[config.mk]
export PLATFORM = sky130hd
export DESIGN_NAME = mvlp_ctrl
export DESIGN_NICKNAME = d
export VERILOG_FILES = /design/src/rtl/mvlp_pkg.sv /design/src/rtl/mvlp_ctrl.sv
export SDC_FILE = /design/constraint.sdc
export NUM_CORES = 1
export LEC_CHECK = 0
export ABC_AREA = 1
export BUFFER_PORTS_ARGS = -buffer_cell sky130_fd_sc_hd__buf_4
export CAP_MARGIN = 20
export CORE_UTILIZATION = 35
export DETAILED_ROUTE_END_ITERATION = 10
export SLEW_MARGIN = 20
export SYNTH_ARGS = -nofsm -noshare
export SYNTH_HDL_FRONTEND = slang
export SYNTH_SLANG_ARGS = --single-unit
[constraint.sdc]
create_clock -name clk -period 1.2 [get_ports clk]
set_input_delay 0.12 -clock clk [delete_from_list [all_inputs] [get_ports clk]]
set_output_delay 0.12 -clock clk [all_outputs]
set_load 0.005 [all_outputs]
[src/rtl/mvlp_pkg.sv]
// ----------------------------------------------------------------------------
// mvlp_pkg
// Shared sizes, codes and controller/datapath interface types.
// ----------------------------------------------------------------------------
package mvlp_pkg;

  localparam int MAX_NODES  = 4096;
  localparam int NODE_AW    = $clog2(MAX_NODES);
  localparam int MAX_MIXED  = 1024;
  localparam int MIX_AW     = $clog2(MAX_MIXED);
  localparam int CNT_W      = MIX_AW + 1;
  localparam int LABEL_BITS = 16;
  localparam int CORNER_W   = 13;
  localparam int NC_W       = 13;
  localparam int KMAX_W     = 3;
  localparam int ROW_W      = 8 * CORNER_W + KMAX_W;

  typedef enum logic [1:0] {
    KIND_TET   = 2'd0,
    KIND_MIX   = 2'd1,
    KIND_RUN   = 2'd2,
    KIND_QUERY = 2'd3
  } kind_t;

  typedef enum logic [3:0] {
    OP_NONE,
    OP_CAP,
    OP_CLR,
    OP_TET,
    OP_MIX,
    OP_PASS,
    OP_ROW,
    OP_ACC,
    OP_LWR,
    OP_NEXT,
    OP_PEND,
    OP_SRD,
    OP_SCHK,
    OP_QROW,
    OP_QACC,
    OP_LOAD
  } op_t;

  typedef struct packed {
    op_t op;
  } cmd_t;

  typedef struct packed {
    kind_t kind;
    logic  run_ok;
    logic  q_ok;
    logic  q_last;
    logic  k_last;
    logic  best_nz;
    logic  elem_last;
    logic  clr_last;
    logic  scan_zero;
    logic  scan_last;
    logic  more_passes;
    logic  out_free;
  } sts_t;

endpackage

[src/rtl/mvlp_ctrl.sv]
// ----------------------------------------------------------------------------
// mvlp_ctrl
// Sequencer: loads, propagation passes, node scan, query and label clear.
// ----------------------------------------------------------------------------
module mvlp_ctrl (
  input  logic            clk,
  input  logic            rst_n,
  input  logic            in_valid,
  output logic            in_stall,
  input  mvlp_pkg::sts_t  sts,
  output mvlp_pkg::cmd_t  cmd
);

  typedef enum logic [4:0] {
    S_CLEAR, S_IDLE, S_DISP, S_TET, S_MIX, S_RUN, S_ROW, S_LRD, S_ACC,
    S_BEST, S_LWR, S_NEXT, S_SRD, S_SCHK, S_QROW, S_QRD, S_QACC, S_RESP
  } state_t;

  state_t state_r, state_nxt;

  // Next state and command
  always_comb begin
    state_nxt = state_r;
    cmd.op    = mvlp_pkg::OP_NONE;
    unique case (state_r)
      S_CLEAR: begin
        cmd.op = mvlp_pkg::OP_CLR;
        if (sts.clr_last) state_nxt = S_IDLE;
      end
      S_IDLE: begin
        if (in_valid) begin
          cmd.op    = mvlp_pkg::OP_CAP;
          state_nxt = S_DISP;
        end
      end
      S_DISP: begin
        unique case (sts.kind)
          mvlp_pkg::KIND_TET: state_nxt = S_TET;
          mvlp_pkg::KIND_MIX: state_nxt = S_MIX;
          mvlp_pkg::KIND_RUN: state_nxt = S_RUN;
          default:            state_nxt = S_QROW;
        endcase
      end
      S_TET: begin
        cmd.op = mvlp_pkg::OP_TET;
        if (sts.k_last) state_nxt = S_RESP;
      end
      S_MIX: begin
        cmd.op    = mvlp_pkg::OP_MIX;
        state_nxt = S_RESP;
      end
      S_RUN: begin
        if (sts.run_ok) begin
          cmd.op    = mvlp_pkg::OP_PASS;
          state_nxt = S_ROW;
        end else begin
          state_nxt = S_RESP;
        end
      end
      S_ROW: begin
        cmd.op    = mvlp_pkg::OP_ROW;
        state_nxt = S_LRD;
      end
      S_LRD: state_nxt = S_ACC;
      S_ACC: begin
        cmd.op    = mvlp_pkg::OP_ACC;
        state_nxt = sts.k_last ? S_BEST : S_LRD;
      end
      S_BEST: state_nxt = sts.best_nz ? S_LWR : S_NEXT;
      S_LWR: begin
        cmd.op = mvlp_pkg::OP_LWR;
        if (sts.k_last) state_nxt = S_NEXT;
      end
      S_NEXT: begin
        if (sts.elem_last) begin
          cmd.op    = mvlp_pkg::OP_PEND;
          state_nxt = S_SRD;
        end else begin
          cmd.op    = mvlp_pkg::OP_NEXT;
          state_nxt = S_ROW;
        end
      end
      S_SRD: begin
        cmd.op    = mvlp_pkg::OP_SRD;
        state_nxt = S_SCHK;
      end
      S_SCHK: begin
        cmd.op = mvlp_pkg::OP_SCHK;
        if (sts.scan_zero) state_nxt = sts.more_passes ? S_RUN : S_RESP;
        else if (sts.scan_last) state_nxt = S_RESP;
        else state_nxt = S_SRD;
      end
      S_QROW: begin
        if (sts.q_ok) begin
          cmd.op    = mvlp_pkg::OP_QROW;
          state_nxt = S_QRD;
        end else begin
          state_nxt = S_RESP;
        end
      end
      // Keep the queried element row in the read register for the corner check
      S_QRD: begin
        cmd.op    = mvlp_pkg::OP_QROW;
        state_nxt = S_QACC;
      end
      S_QACC: begin
        cmd.op    = mvlp_pkg::OP_QACC;
        state_nxt = S_RESP;
      end
      S_RESP: begin
        if (sts.out_free) begin
          cmd.op = mvlp_pkg::OP_LOAD;
          if (sts.kind == mvlp_pkg::KIND_QUERY && sts.q_ok && sts.q_last)
            state_nxt = S_CLEAR;
          else
            state_nxt = S_IDLE;
        end
      end
      default: state_nxt = S_IDLE;
    endcase
  end

  assign in_stall = (state_r != S_IDLE);

  // Hold state
  always_ff @(posedge clk) begin
    if (!rst_n) state_r <= S_CLEAR;
    else        state_r <= state_nxt;
  end

endmodule

==> qor.csv <==
metric,value,unit
status,"complete, but fails checks",
failing checks,setup timing,
largest registers,state_r (5),
WHS Path Cells,3,
Initial Util,37.8,%
fraction of layout instances using a drive strength above 1,54.5,%
Largest Register,state_r,
Std-Cell Rows,18,
Final Non-Filler Cells,252,
clock sinks,5,
Max Clk Rate,631,MHz
placed insts,233,
max reg flops,5,
"Worst Setup Slack, final",-385,ps
gr ovfl total,0,
Met1 Wirelength,1.44,mm
Post-synth top cells,"nand2_1, nor2_1, inv_1",
crit end category,primary output,
detailed placement HPWL,2.43,mm
post-synth top area share,10.6,%
core area,2520,sq um
r2r endpoint,state_r[0],
RSZ-0062 raised after global routing,yes,
"area leader, netlist",nand2_1,
Die Span X,54.2,um
vias,1287,
final count of pins violating max slew,0,
post-route ant nets,0,
Max Cap Violations,0,
register area share after synthesis,10.5,%
number of H-tree levels,1,
nets@finish,242,
root buffer cell,clkbuf_4,
Final Critical Period,1590,ps
Ports,21,
worst r2r src,state_r[0],
final WL,3.38,mm
crit path launch type,flop,
Worst Hold Launch,rst_n,
LEAKAGE,0.835,nW
synth unique cells,28,
clk buf depth,2,
Critical Path Fanout Max,7,
Mapped Nets,180,
Die Span Y,54.2,um
GPL Wtd Cong,0.908,
hold buffers post-CTS,0,
Post-synth ARST share,0,%
number of inserted diodes,0,
Sequential Area,114,sq um
Post-Syn Instances,161,
DR iter-0 viols,33,
Synth area leaders,"nand2_1, nor2_1, dfxtp_1",
pre-CTS setup slack,-218,ps
first-pass GRT wire length,5.03,mm
Syn. warnings,0,
CTS buffer count,3,
initial antenna violation count,0,
PwrDens,1960,nW/um^2
routed length on met2,1.68,mm
DRT Pass-1 Iters,4,
highest routed metal layer,met4,
"Clk pin slew, worst setup/hold paths",60,ps
skew final,10.5,ps
Final Cycle Share,132,%
critical path required time,1080,ps
filler cell count,236,
Syn-to-layout area delta,68.2,%
Global Route Usage Sum,23.7,%
largest net degree at the start of global routing,12,
Main synth FF type,dfxtp_1,
CP arrival,1470,ps
#FFs+latches synth,5,
critical path class,flop to primary output,
clock tree from TritonCTS,built,
Die ar.,2940,sq um
relative slew slack,83.8,%
R2R setup slack,-330,ps
vias per cell,5.11,
Post-synth EDFFs,0,
final number of setup-violating endpoints,10,
Post-Syn Area,955,sq um
number of global-route vias before repair,1146,
DRC viols,0,
Hold EP,state_r[4],
Port Buf Inserts,20,
Worst-Skew Late Latency,260,ps
DR WL met3,174,um
Hold Fails Final Rpt,0,
Tightest Hold Check Type,primary input to flop,
Max VDD drop,0.00142,V
Post-Syn Area per Cell,5.93,sq um
R2R depth,12,
routed length per instance,13.4,um
multi-input combinational cell area,801,sq um
Slew @ Worst Pin,243,ps
-- report_power, final --
part	internal [mW]	switching [mW]	total (mW)
sequential	0.252	0.179	0.432
combinational	1.22	1.27	2.49
clock	0.127	0.0881	0.215
-- metrics by stage --
| step | utilization, % | setup TNS, ps | total power, mW | instance area (sq um) | hold slack (ps) |
|---|---|---|---|---|---|
| floorplan | - | -49.5 | 1.56 | 982 | 265 |
| global placement | 53.2 | -1730 | 2.32 | 1340 | 389 |
| detailed placement | 53.2 | -1570 | 2.33 | 1340 | 392 |
| CTS | 61.7 | -2740 | 3.03 | 1560 | 113 |
| global route | 63.6 | -3930 | 3.38 | 1610 | 106 |
| finish | 63.6 | -3060 | 3.14 | 1610 | 122 |
-- cell families (layout without fill, tap and decap cells) --
family                   Yosys count  count (layout)  share of synthesized area [%]
flip-flops                         5               5                           10.5
AO/OA/AOI/OAI                     13              13                           8.65
AND/OR/NAND/NOR                  106             106                           59.8
adder cells (fa/ha/maj)            3               3                           3.93
buffers and inverters             34              95                           17.2
-- worst max-delay path by stage --
stage	start	to	slack (ps)	depth (start not counted)
after floorplan	state_r[1]	state_r[0]	-30	10
after global placement	state_r[4]	state_r[1]	-250	8
after detailed placement	state_r[4]	state_r[1]	-220	8
after CTS	state_r[1]	cmd[2]	-370	9
after global routing	state_r[0]	cmd[1]	-480	9
final	state_r[1]	cmd[2]	-390	8
-- what timing repair did --
item / 4_1_cts / 5_1_grt
pin swaps: 16 / 12
buffers inserted: 12 / 6
resized for setup: 34 / 12
setup endpoints to repair: 10 / 10
-- cell usage in the layout (no fill, tap or decap), types with 3 or more instances in the layout --
cell,synthesis,routed
buf_4,1,52
buf_6,4,10
clkbuf_4,0,3
dfxtp_4,0,3
ha_1,3,3
inv_1,24,21
inv_2,4,5
nand2_1,27,20
nand2_2,5,12
nand3_1,19,14
nand3_2,2,5
nand4_1,11,11
nor2_1,27,21
nor2_2,2,6
nor2_4,5,7
-- final cells by class --
class	count	area share, %
multi-input combinational	122	49.9
timing repair buffer	62	31.3
inverter	29	7.72
sequential	5	7.09
tap	30	2.34
clock buffer	4	1.64
-- critical path, cell delays in order, from the launching register on --
cell     delay [ps]
dfxtp_4         440
inv_2            60
nand2_2          90
nor2_4           50
nand2_2          90
inv_2            60
nor3_2          190
nand3_1         100
buf_4           140
-- routing by layer --
layer	vias up	global-route usage [%]
li1	645	-
met1	583	30.7
met2	51	41.5
met3	8	3.06
met4	0	5.13
met5	-	0
No activity file was read; power rests on OpenSTA's default activity.
